### src/design/fir_interpolator_2x_25tap_macros.svh
// Assertion helpers used by the top-level design file.
// Each macro samples on the rising edge of clk and is disabled during reset.
`ifndef FIR_INTERPOLATOR_2X_25TAP_MACROS_SVH
`define FIR_INTERPOLATOR_2X_25TAP_MACROS_SVH

// The consequent must hold in the same cycle as the antecedent.
`define FI2X_ASSERT_SAME(label, ante, cons, msg) \
  label: assert property (@(posedge clk) disable iff (rst) (ante) |-> (cons)) \
    else $error(msg);

// The consequent must hold in the cycle after the antecedent.
`define FI2X_ASSERT_NEXT(label, ante, cons, msg) \
  label: assert property (@(posedge clk) disable iff (rst) (ante) |=> (cons)) \
    else $error(msg);

`endif

### src/design/fi2x_pkg.sv
package fi2x_pkg;

  // Sizes of the filter and its datapath.
  localparam int TAPS        = 25;
  localparam int SAMPLE_BITS = 16;
  localparam int COEF_BITS   = 18;
  localparam int DIGIT_BITS  = 8;
  localparam int DIGITS      = SAMPLE_BITS / DIGIT_BITS;
  localparam int DSEL_BITS   = (DIGITS > 1) ? $clog2(DIGITS) : 1;
  localparam int TAP_BITS    = $clog2(TAPS);
  localparam int PROD_BITS   = COEF_BITS + DIGIT_BITS + 1;
  localparam int ACC_BITS    = 36;
  localparam int ROUND_SHIFT = 16;
  localparam int RES_BITS    = ACC_BITS - ROUND_SHIFT;

  typedef logic signed [SAMPLE_BITS-1:0] sample_t;
  typedef logic signed [COEF_BITS-1:0]   coef_t;
  typedef logic signed [ACC_BITS-1:0]    acc_t;

  // Symmetric lowpass taps in Q1.17, index 0 applies to the oldest sample.
  localparam coef_t COEF [TAPS] = '{
    18'sd472,    18'sd391,    -18'sd901,   -18'sd2317,  -18'sd1177,
    18'sd2654,   18'sd4283,   -18'sd957,   -18'sd8806,  -18'sd6675,
    18'sd12646,  18'sd38962,  18'sd51339,  18'sd38962,  18'sd12646,
    -18'sd6675,  -18'sd8806,  -18'sd957,   18'sd4283,   18'sd2654,
    -18'sd1177,  -18'sd2317,  -18'sd901,   18'sd391,    18'sd472
  };

  typedef enum logic [1:0] {
    ST_IDLE,
    ST_RUN,
    ST_FINISH,
    ST_EMIT
  } state_t;

  // Controls from the sequencer to the multiply-accumulate unit.
  typedef struct packed {
    logic                 clr;
    logic                 en;
    logic [DSEL_BITS-1:0] dsel;
  } mac_ctrl_t;

endpackage

### src/design/fi2x_mac.sv
module fi2x_mac import fi2x_pkg::*; (
  input  logic      clk,
  input  logic      rst,
  input  mac_ctrl_t ctrl,
  input  sample_t   sample,
  input  coef_t     coef,
  output acc_t      acc
);

  logic [DIGIT_BITS-1:0]       digit;
  logic signed [DIGIT_BITS:0]  operand;
  logic signed [PROD_BITS-1:0] prod;
  logic                        prod_vld;
  logic [DSEL_BITS-1:0]        prod_dsel;
  acc_t                        ext;
  acc_t                        term;

  // Pick one digit of the sample; only the top digit carries the sign.
  always_comb begin
    digit = sample[int'(ctrl.dsel) * DIGIT_BITS +: DIGIT_BITS];
    if (ctrl.dsel == DSEL_BITS'(DIGITS - 1)) begin
      operand = {digit[DIGIT_BITS-1], digit};
    end else begin
      operand = {1'b0, digit};
    end
  end

  // Registered partial product of the coefficient and one digit.
  always_ff @(posedge clk) begin
    if (rst) begin
      prod_vld <= 1'b0;
    end else begin
      prod_vld <= ctrl.en;
    end
    prod      <= coef * operand;
    prod_dsel <= ctrl.dsel;
  end

  // Weight the partial product by its digit position.
  always_comb begin
    ext  = {{(ACC_BITS - PROD_BITS){prod[PROD_BITS-1]}}, prod};
    term = ext << (DIGIT_BITS * int'(prod_dsel));
  end

  // Exact accumulation of all weighted partial products.
  always_ff @(posedge clk) begin
    if (ctrl.clr) begin
      acc <= '0;
    end else if (prod_vld) begin
      acc <= acc + term;
    end
  end

endmodule

### src/design/fir_interpolator_2x_25tap.sv
// Two-times interpolator with a symmetric 25-tap lowpass filter. Each input
// item produces two output items: the filtered output after the new sample
// enters the delay line, then the output after an inserted zero, which comes
// with last set. Outputs are doubled, rounded half up to Q1.15 and saturated.
// The next item can be accepted in the cycle after the second output is
// loaded. Each output walks the 25 taps with the sample split into two 8-bit
// digits, one digit per cycle through a single 18x9 multiplier, followed by
// a finish step that drains the product register and a rounding step that
// loads the output register. up_stall stays high from after acceptance until
// the unit is idle again after the second output. An output that is not
// taken holds the unit at its rounding step until it is.
`include "fir_interpolator_2x_25tap_macros.svh"

module fir_interpolator_2x_25tap import fi2x_pkg::*; (
  input  logic    clk,
  input  logic    rst,
  input  sample_t sample_in,
  input  logic    up_valid,
  output logic    up_stall,
  output sample_t sample_out,
  output logic    last,
  output logic    dn_valid,
  input  logic    dn_stall
);

  localparam logic signed [RES_BITS-1:0] RES_MAX =
    RES_BITS'((1 << (SAMPLE_BITS - 1)) - 1);
  localparam logic signed [RES_BITS-1:0] RES_MIN = -RES_MAX - RES_BITS'(1);
  localparam acc_t ROUND_HALF = ACC_BITS'(1 << (ROUND_SHIFT - 1));

  state_t                state;
  state_t                state_next;
  sample_t               line [TAPS];
  logic [TAP_BITS-1:0]   tap;
  logic [DSEL_BITS-1:0]  dsel;
  logic                  phase;
  logic                  accept;
  logic                  emit_go;
  logic                  out_free;
  logic                  walk_done;
  logic                  push;
  mac_ctrl_t             mac_ctrl;
  acc_t                  acc;
  acc_t                  rnd;
  logic signed [RES_BITS-1:0] shifted;
  sample_t               sat;

  assign accept    = up_valid && !up_stall;
  assign out_free  = !dn_valid || !dn_stall;
  assign walk_done = (tap == TAP_BITS'(TAPS - 1)) && (dsel == DSEL_BITS'(DIGITS - 1));
  assign push      = accept || (emit_go && !phase);

  // State register.
  always_ff @(posedge clk) begin
    if (rst) begin
      state <= ST_IDLE;
    end else begin
      state <= state_next;
    end
  end

  // Sequencer: next state and controls for the multiply-accumulate unit.
  always_comb begin
    state_next    = state;
    up_stall      = 1'b1;
    emit_go       = 1'b0;
    mac_ctrl.en   = 1'b0;
    mac_ctrl.dsel = dsel;
    case (state)
      ST_IDLE: begin
        up_stall = 1'b0;
        if (up_valid) begin
          state_next = ST_RUN;
        end
      end
      ST_RUN: begin
        mac_ctrl.en = 1'b1;
        if (walk_done) begin
          state_next = ST_FINISH;
        end
      end
      ST_FINISH: begin
        state_next = ST_EMIT;
      end
      ST_EMIT: begin
        if (out_free) begin
          emit_go    = 1'b1;
          state_next = phase ? ST_IDLE : ST_RUN;
        end
      end
      default: begin
        state_next = ST_IDLE;
      end
    endcase
    mac_ctrl.clr = push;
  end

  // Delay line as a shift line: index 0 holds the oldest sample.
  always_ff @(posedge clk) begin
    if (rst) begin
      for (int i = 0; i < TAPS; i++) begin
        line[i] <= '0;
      end
    end else if (push) begin
      for (int i = 0; i < TAPS - 1; i++) begin
        line[i] <= line[i + 1];
      end
      line[TAPS-1] <= accept ? sample_in : '0;
    end
  end

  // Tap and digit counters, and the phase of the output pair. The tap count
  // stops at the last tap so the delay line is never read past its end.
  always_ff @(posedge clk) begin
    if (rst) begin
      tap   <= '0;
      dsel  <= '0;
      phase <= 1'b0;
    end else begin
      if (push) begin
        tap  <= '0;
        dsel <= '0;
      end else if (state == ST_RUN) begin
        if (dsel == DSEL_BITS'(DIGITS - 1)) begin
          dsel <= '0;
          if (!walk_done) begin
            tap <= tap + TAP_BITS'(1);
          end
        end else begin
          dsel <= dsel + DSEL_BITS'(1);
        end
      end
      if (accept) begin
        phase <= 1'b0;
      end else if (emit_go && !phase) begin
        phase <= 1'b1;
      end
    end
  end

  fi2x_mac u_mac (
    .clk    (clk),
    .rst    (rst),
    .ctrl   (mac_ctrl),
    .sample (line[tap]),
    .coef   (COEF[tap]),
    .acc    (acc)
  );

  // Gain of two, round half up to Q1.15, then saturate.
  always_comb begin
    rnd     = acc + ROUND_HALF;
    shifted = RES_BITS'(rnd >>> ROUND_SHIFT);
    if (shifted > RES_MAX) begin
      sat = sample_t'(RES_MAX);
    end else if (shifted < RES_MIN) begin
      sat = sample_t'(RES_MIN);
    end else begin
      sat = sample_t'(shifted);
    end
  end

  // Output register.
  always_ff @(posedge clk) begin
    if (rst) begin
      dn_valid <= 1'b0;
    end else if (emit_go) begin
      dn_valid <= 1'b1;
    end else if (!dn_stall) begin
      dn_valid <= 1'b0;
    end
    if (emit_go) begin
      sample_out <= sat;
      last       <= phase;
    end
  end

  // An accepted item starts a fresh walk over the taps.
  `FI2X_ASSERT_NEXT(a_start_walk, accept, (state == ST_RUN) && (tap == '0) && (dsel == '0), "item did not start a tap walk")
  // During the second output the newest entry is the inserted zero.
  `FI2X_ASSERT_SAME(a_zero_pushed, (state == ST_RUN) && phase, line[TAPS-1] == '0, "inserted zero missing")
  // After the last output of a pair the unit returns to idle.
  `FI2X_ASSERT_NEXT(a_pair_done, emit_go && phase, state == ST_IDLE, "unit busy after second output")
  // A new output only appears from the rounding step.
  `FI2X_ASSERT_SAME(a_out_source, $rose(dn_valid), $past(state) == ST_EMIT, "output loaded outside rounding step")

endmodule
### config.mk
export PLATFORM = sky130hd
export DESIGN_NAME = fir_interpolator_2x_25tap
export DESIGN_NICKNAME = d
export VERILOG_FILES = /design/src/design/fi2x_pkg.sv /design/src/design/fi2x_mac.sv /design/src/design/fir_interpolator_2x_25tap.sv
export VERILOG_INCLUDE_DIRS = /design/src /design/src/design
export SDC_FILE = /design/constraint.sdc
export NUM_CORES = 1
export LEC_CHECK = 0
export ABC_AREA = 1
export ABC_CLOCK_PERIOD_IN_PS = 34600
export BUFFER_PORTS_ARGS = -buffer_cell sky130_fd_sc_hd__buf_2
export CAP_MARGIN = 20
export CELL_PAD_IN_SITES_DETAIL_PLACEMENT = 1
export CELL_PAD_IN_SITES_GLOBAL_PLACEMENT = 1
export CORE_MARGIN = 2
export CORE_UTILIZATION = 53
export CTS_CLUSTER_SIZE = 20
export DETAILED_ROUTE_END_ITERATION = 6
export PLACE_DENSITY = 0.9
export REMOVE_ABC_BUFFERS = 1
export SYNTH_ARGS = -nofsm -noshare
export SYNTH_HDL_FRONTEND = slang
export SYNTH_HIERARCHICAL = 1
export SYNTH_SLANG_ARGS = --single-unit
### constraint.sdc
create_clock -name clk -period 34.6 [get_ports clk]
set_input_delay 5.19 -clock clk [delete_from_list [all_inputs] [get_ports clk]]
set_output_delay 5.19 -clock clk [all_outputs]
set_load 0.05 [all_outputs]
; ---- Word-level counts from Yosys, hierarchy flattened
; Memory sizes are Yosys's and may differ from the RTL's. A register that Yosys moved wholly into a read port is not among the register bits.
; Index checks and enable logic that the tools add are counted.
[totals]
register_bits = 92
ramBits = 400
romBits = 576
input_bits = 20
wordCells = 120
memories = 2
[classes]
add_sub_neg = 4
n_mul = 1
order_cmp = 3
eq_ne = 8
n_shift = 2
n_mux = 49
bitwise_logic = 27
reduce_logical = 13
[mem_list]
columns = memory, depth, word_bits, rd, rd_clocked_by_memory_dff, write_ports, line
row1 = (no name shown), 32, 18, 1, 0, 0, fir_interpolator_2x_25tap.sv:146  ; .coef (COEF[tap]),
row2 = line, 25, 16, 25, 1, 25, fir_interpolator_2x_25tap.sv:33  ; sample_t line [TAPS];
[ops]
columns = cell, n
row1 = $mux 16, 27
row2 = $add 36x17->36 const B, 1
row3 = $add 36x36->36, 1
row4 = $mux 18, 2
row5 = $shl 36x4->36, 1
row6 = $mul 18x9->27, 1
row7 = $or 1x1->1, 25
row8 = $gt 20x16->1 const B, 1
row9 = $lt 20x16->1 const B, 1
row10 = $shiftx 16x5->8, 1
row11 = $mux 1, 13
row12 = $mux 5, 2
row13 = $mux 9, 1
row14 = $pmux 2 s4, 1
row15 = $ge 6x6->1 const B, 1
row16 = $mux 2, 3
row17 = $ne 2x2->1 const B, 3
row18 = $not 5->6, 1
row19 = $reduce_and 3->1, 2
row20 = $add 5x1->5 const B, 1
row21 = $eq 5x5->1 const B, 1
row22 = $eq 2x2->1 const B, 2
row23 = $reduce_or 2->1, 2
row24 = $logic_and 1x1->1, 3
row25 = 7 further kinds, 10

; ---- Depth between registers and ports, before layout
; Gate-level depths: netlist of run 1.
[logic_depth]
depth_word = 10
ltp_mapped = 36
depth_no_buf = 32

; ---- Modules after synthesis
; The synthesis of run 1 kept the hierarchy.
[by_module_without_submodules]
columns = module, n_inst, cells_per_inst, area_each_um2
row1 = fir_interpolator_2x_25tap, 1, 2267, 20903.8
row2 = fi2x_mac, 1, 1405, 10114.7

; ---- Worst setup path before layout of run 1
; OpenSTA, ideal clock, no wires.
[synth_timing]
kind = in2reg
startpoint = in dn_stall
endpoint = mem line[0][0] (netlist name), enable pin
setup_time_ns = 3.955
arrival_time_ns = 14.750
required_ns = 30.645
setup_slack_ns = 15.895
cell_stages = 5
path_buffers = 0
path_cell_list = nand2_1 -> nand2_1 -> inv_1 -> nand2_1 -> nand3_1
[synth_lines]
columns = element, line
row1 = "start, declared", fir_interpolator_2x_25tap.sv:23  ; input logic dn_stall
row2 = "end, declared", fir_interpolator_2x_25tap.sv:33

==> results of run 1 <==
==> placed cells by master, fill, tap and decap left out, types with 53 or more instances in the layout <==
master / n
edfxtp_1: 417
a21oi_1: 266
o21ai_0: 314
ha_1: 102
inv_1: 694
clkbuf_16: 53
nand2_1: 412
fa_1: 135
dfxtp_1: 76
nand3_1: 165
nor2_1: 699
==> logic make-up after synthesis <==
group                      count (synthesis)  share of synthesized area [%]
DFF                                      497                           45.5
and+or+nand+nor                         1351                           17.7
buffers and inverters                    859                           10.8
xor gates and xnor gates                  57                           1.61
AOI/OAI and AO/OA                        670                           11.5
adders and majority gates                237                           12.8
muxes                                      1                         0.0323
==> per-layer routing <==
| layer | wire length [µm] | part of all wire (%) | global-route usage (%) | vias to the layer above |
|---|---|---|---|---|
| li1 | - | - | - | 11656 |
| met1 | 37800 | 39 | 37.8 | 12813 |
| met2 | 47900 | 50 | 52.0 | 1114 |
| met3 | 6280 | 6.5 | 4.33 | 314 |
| met4 | 4410 | 4.6 | 12.7 | 0 |
| met5 | 0 | 0 | 0 | - |
==> layout make-up <==
type / instances / area (µm²) / share of cell area, %
Multi-Input combinational cell: 2316 / 13600 / 40.6
Timing Repair Buffer: 70 / 505 / 1.51
Sequential cell: 497 / 14100 / 42.3
Clock inverter: 23 / 160 / 0.480
Clock buffer: 75 / 1420 / 4.26
Inverter: 704 / 2650 / 7.94
Tap cell: 765 / 957 / 2.87
==> worst max-delay path by stage <==
stage	startpoint	endpoint	slack, ps	depth (start not counted)
finish	flop	u_mac/prod[13]	25590	27
global route	flop	u_mac/prod[19]	25190	25
CTS	dn_stall	line[3][4]	25580	8
detailed placement	dn_stall	line[22][10]	24970	8
global placement	dn_stall	line[22][10]	25060	8
floorplan	dn_stall	line[0][0]	15890	5
==> metrics by stage <==
| step | std cells | worst slack (ps) | power, mW | hold WS (ps) | instance area (µm²) |
|---|---|---|---|---|---|
| 2_1_floorplan | 3517 | 15890 | 2.03 | 431 | 30300 |
| 3_3_place_gp | 4349 | 25060 | 2.28 | 451 | 31700 |
| 3_5_place_dp | 4349 | 24970 | 2.42 | 462 | 31700 |
| 4_1_cts | 4447 | 25580 | 3.00 | 476 | 33300 |
| 5_1_grt | 4450 | 25190 | 3.30 | 546 | 33400 |
| 6_report | 4450 | 25590 | 3.12 | 543 | 33400 |
==> state kept, by name (all words and copies together), names as in the netlist, named ones only <==
signal           flops
last                 1
phase                1
sample_out          16
u_mac/acc           36
u_mac/prod          27
u_mac/prod_dsel      1
line               400
dsel                 1
state                2
tap                  5
u_mac/prod_vld       1
dn_valid             1
==> critical path, cell delays in order (launching register included) <==
cell	delay [ps]
dfxtp_4	360
inv_6	380
buf_4	760
a21oi_1	180
o21ai_0	160
o211ai_1	130
nand3_1	130
nand2_1	100
nand2_1	70
o21ai_1	140
nand2_1	680
inv_1	300
a21oi_2	740
or2_2	280
fa_1	480
fa_1	550
inv_1	70
fa_1	520
fa_1	550
inv_1	60
fa_1	510
inv_1	40
ha_1	350
a21oi_1	250
o21ai_1	250
a21oi_1	370
o21ai_0	170
xor2_1	170
==> cell usage after synthesis, types with 2 or more instances <==
library cell  count  share of area (%)
nor2_2            8               0.16
ha_1            102                4.1
nor3_1           11               0.18
nand3_2           5               0.16
inv_2             5              0.061
or2_1             2              0.040
inv_1           695                8.4
a21boi_0          2              0.048
o21ai_1          22               0.35
clkbuf_1         68               0.82
nand3_1         166                2.7
dfxtp_1          80                5.2
nand4_1          13               0.26
nand2_1         413                5.0
o21bai_1          7               0.17
a21oi_2           3              0.085
clkinv_1          4              0.048
nand2_2          15               0.30
o21a_1            4              0.097
a21oi_1         266                4.3
nor4_1            3              0.061
or2_2            11               0.22
xnor2_1          22               0.62
o221ai_1          4               0.11
buf_6             3               0.11
buf_1             8              0.097
xor2_1           35               0.99
o22ai_1           4              0.081
a211oi_1          4              0.097
o211ai_1         18               0.44
edfxtp_1        417                 40
a21o_1            7               0.17
a32oi_1           2              0.056
a31oi_1           3              0.061
buf_4             3              0.073
fa_1            135                8.7
o21ai_0         314                5.1
o21ai_2           3              0.085
nor2_4            4               0.15
nor2_1          699                8.5
buf_2            71                1.1
==> power breakdown <==
group          total (mW)  internal (mW)  switching, mW
clock network       0.549          0.295          0.254
registers           0.997          0.884          0.114
logic                1.57          0.506           1.06
==> flow_summary.json, run 1 <==
{
  "status": "finished, final reports clean",
  "cts_htree_levels": 2,
  "io-pin-count": 39,
  "fp.coreArea_um2": 57800,
  "die-area_um2": 60500,
  "grt_pass1_wl_mm": 144,
  "hold_buffers": 0,
  "grt_max_degree": 173,
  "peakVddDrop_mv": 0.0932,
  "p_per_area_nw_per_um2": 93.4,
  "rr_worst_depth": 27,
  "postSynthAreaPerCell_um2": 8.45,
  "die_y_um": 246,
  "antenna_cells": 0,
  "rr_endpoint": "u_mac/prod[13]",
  "worstPathArrival_ps": 9500,
  "drc_errors": 0,
  "drtAntennaViolNets": 0,
  "cts-root-buf": "clkbuf_16",
  "finalWirelength_mm": 96.4,
  "final_nets": 3899,
  "crit_path_end_kind": "flop",
  "maxSlewHeadroom_pct": 29.5,
  "timing.fmax_mhz": 111,
  "min_path_cells": 2,
  "grt_usage_pct": 30.1,
  "start_util_pct": 53.7,
  "die_w_um": 246,
  "drive_gt1_share_pct": 5.48,
  "synthArstFlopShare_pct": 0,
  "fin_worst_skew_ps": 26.5,
  "ys.flop_type": "edfxtp_1",
  "synthToLayoutAreaGrowth_pct": 7.62,
  "hpwl_mm": 60.5,
  "leakage_nw": 14.8,
  "ys_types": 52,
  "netlist_instances": 3672,
  "hold_viol": 0,
  "required_ps": 35090,
  "hp-class": "flop to flop",
  "grt_pass1_vias": 27431,
  "clk_path_buf_depth": 3,
  "synth_edf_count": 417,
  "tightest_slew_ps": 1060,
  "cts_num_sinks": 497,
  "path_clk_slew_ps": 60,
  "yosys_warnings": 6,
  "first_pass_iters": 6,
  "vias": 25897,
  "drv_cap": 0,
  "via_per_inst": 5.82,
  "ff2ff_setup_slack_ps": 25590,
  "wl_per_cell_um": 21.7,
  "fin_setup_tns_ps": 0,
  "cts_setup_buffers": 0,
  "syn_area_um2": 31000,
  "cts_made_buffers": 53,
  "start_kind": "flop",
  "antenna_found_initial": 0,
  "rows": 88,
  "cts_tree": "done",
  "rsz0062_at_grt": "no",
  "hp-start": "u_mac/acc[35]",
  "slew_viol_final": 0,
  "fin_util_pct": 57.7,
  "timing.hold.worst_endpoint": "u_mac/acc[35]",
  "crit_path_max_fanout": 85,
  "io_buffers": 38,
  "routabilityCongestion": 0.938,
  "crit_type": "flop to flop",
  "period_minus_slack_ps": 9010,
  "ys_ff_latch": 497,
  "clkLatencyLatePin_ps": 640,
  "drt-initial-drc-count": 2595,
  "yosysSeqAreaShare_pct": 45.5,
  "period_share_pct": 26.1,
  "cts-resized-gates": 0,
  "fill_cells": 6850,
  "finalSetupViolations": 0,
  "grt-ovfl-total": 0
}
Power figures use the tool's default switching activity.
==> run 2: changes to the inputs <==
- ABC_CLOCK_PERIOD_IN_PS: 34600 -> 7800
- CORE_UTILIZATION: 53 -> 45
- PLACE_DENSITY: 0.9 -> 0.82
- clock period: 34.6 -> 7.8 ns (I/O delays scaled with it)
==> flow_summary.json, run 2 (synthesis gave the netlist of run 1 again) <==
{
  "switchingPower_mw": 5.70,
  "regArea_um2": 14100,
  "crit_type": "flop to flop",
  "cts_made_buffers": 56,
  "grt_pass1_vias": 26082,
  "top_usage_layer": "met2",
  "layout_common_cells": "699 x nor2_1, 694 x inv_1, 417 x edfxtp_1",
  "power_mw": 13.2,
  "grtUsageMet1_pct": 30.7,
  "drt-initial-drc-count": 1660,
  "fin_util_pct": 49.5,
  "drive_gt1_share_pct": 6.20,
  "multi_input_area_um2": 13600,
  "met2_usage_pct": 42.0,
  "final_cells": 4590,
  "final_area_um2": 33900,
  "required_ps": 8330,
  "wl_per_cell_um": 18.3,
  "finalWirelength_mm": 84.0,
  "grt_max_degree": 154,
  "reg_top3": "line: 400 flops, u_mac/acc: 36 flops, u_mac/prod: 27 flops",
  "swShare_pct": 43.3,
  "cts-root-buf": "clkbuf_16",
  "crit_path_end_kind": "flop",
  "antenna_cells": 0,
  "routabilityCongestion": 0.892,
  "slew_viol_final": 0,
  "drtAntennaViolNets": 0,
  "start_kind": "flop",
  "start_util_pct": 45.3,
  "period_share_pct": 91.9,
  "layout_commonest_cell": "nor2_1",
  "drc_errors": 0,
  "via_per_inst": 5.37,
  "fin_worst_skew_ps": 43.9,
  "placed_area_um2": 32100,
  "die_y_um": 267,
  "cts_htree_levels": 2,
  "peakVddDrop_mv": 0.635,
  "synthToLayoutAreaGrowth_pct": 9.21,
  "largest_reg_flops": 400,
  "rsz0062_at_grt": "no",
  "grt_usage_pct": 23.9,
  "clkLatencyLatePin_ps": 640,
  "place_inst": 4484,
  "rows": 96,
  "antenna_found_initial": 1,
  "io_buffers": 38,
  "maxSlewHeadroom_pct": 35.0,
  "seqPwrFrac_pct": 33.1,
  "worstPathArrival_ps": 7700,
  "io-pin-count": 39,
  "first_pass_iters": 5,
  "drv_cap": 0,
  "vias": 24641,
  "fp.coreArea_um2": 68500,
  "tightest_slew_ps": 965,
  "hp-class": "flop to flop",
  "timing.fmax_mhz": 140,
  "period_minus_slack_ps": 7170,
  "p_int_mw": 7.46,
  "clkPwrFrac_pct": 19.5,
  "leakage_nw": 14.9,
  "whs_ps": 484,
  "clk_path_buf_depth": 3,
  "die_w_um": 267,
  "p_per_area_nw_per_um2": 389,
  "finalSetupViolations": 0,
  "use_met3_pct": 2.86,
  "status": "finished, final reports clean",
  "cts_num_sinks": 497,
  "die-area_um2": 71000,
  "fill_cells": 8167,
  "rr_worst_depth": 24,
  "final_nets": 3918,
  "hold_viol": 0,
  "grt-ovfl-total": 0,
  "crit_path_max_fanout": 54,
  "p_comb_share_pct": 47.4,
  "min_path_cells": 0,
  "path_clk_slew_ps": 70,
  "grt_pass1_wl_mm": 137,
  "regMostFlops": "line",
  "hpwl_mm": 57.7,
  "hold_buffers": 0,
  "cts_tree": "done"
}
[run 2: cell type report]
type                    instances  share of cell area [%]
well taps                     882                    3.26
repair buffers                 86                    1.95
flip-flops and latches        497                    41.7
clock inverters                22                   0.547
multi-input cells            2316                    40.0
inverters                     704                    7.82
clock buffers                  83                    4.68
[run 2: power groups by stage]
stage | registers (mW) | clock network, mW | logic [mW]
after CTS | 4.37 | 2.62 | 6.28
after floorplan | 4.53 | 0 | 4.48
final | 4.36 | 2.57 | 6.24
after global routing | 4.46 | 2.71 | 7.11
after detailed placement | 4.41 | 0 | 6.20
after global placement | 4.37 | 0 | 5.95
[run 2: path summary, 6_finish.rpt]
| check | slack, ps | endpoint | from |
|---|---|---|---|
| setup / recovery | 630 | u_mac/prod[23] | flop |
| hold reg to reg | 480 | last | phase |
| hold / removal | 480 | last | phase |
| setup reg to reg | 630 | u_mac/prod[23] | flop |
[run 2: what timing repair did]
item / in CTS / in global routing
endpoints found under the setup margin: 0 / 6
gates resized for setup: 0 / 1
hold endpoints to repair: 0 / 0
buffers inserted: 0 / 1
[run 2: routing by layer]
metal | wire length, µm | share of wire (%)
met1 | 36500 | 43
met2 | 41700 | 50
met3 | 3300 | 3.9
met4 | 2480 | 3.0
met5 | 0 | 0
[run 2: worst max-delay path: stages, from the launching register on]
cell	delay (ps)
dfxtp_4	470
inv_6	360
buf_4	400
o21ai_0	190
a21oi_1	180
o21ai_0	100
nand3_1	150
nand2_1	60
nand2_1	50
nand2_1	60
o21ai_2	480
nor2_1	230
fa_1	680
inv_1	150
fa_1	550
fa_1	520
fa_1	550
inv_1	50
ha_1	300
ha_1	390
nand2_1	170
nor4_1	480
nand4_1	140
nand3_1	130
xor2_1	160
[run 2: per-stage QoR]
step | setup WS (ps) | TNS, ps
2_1_floorplan | -6890 | -2863750
3_3_place_gp | 728 | 0
3_5_place_dp | 353 | 0
4_1_cts | 257 | 0
5_1_grt | 112 | 0
6_report | 632 | 0
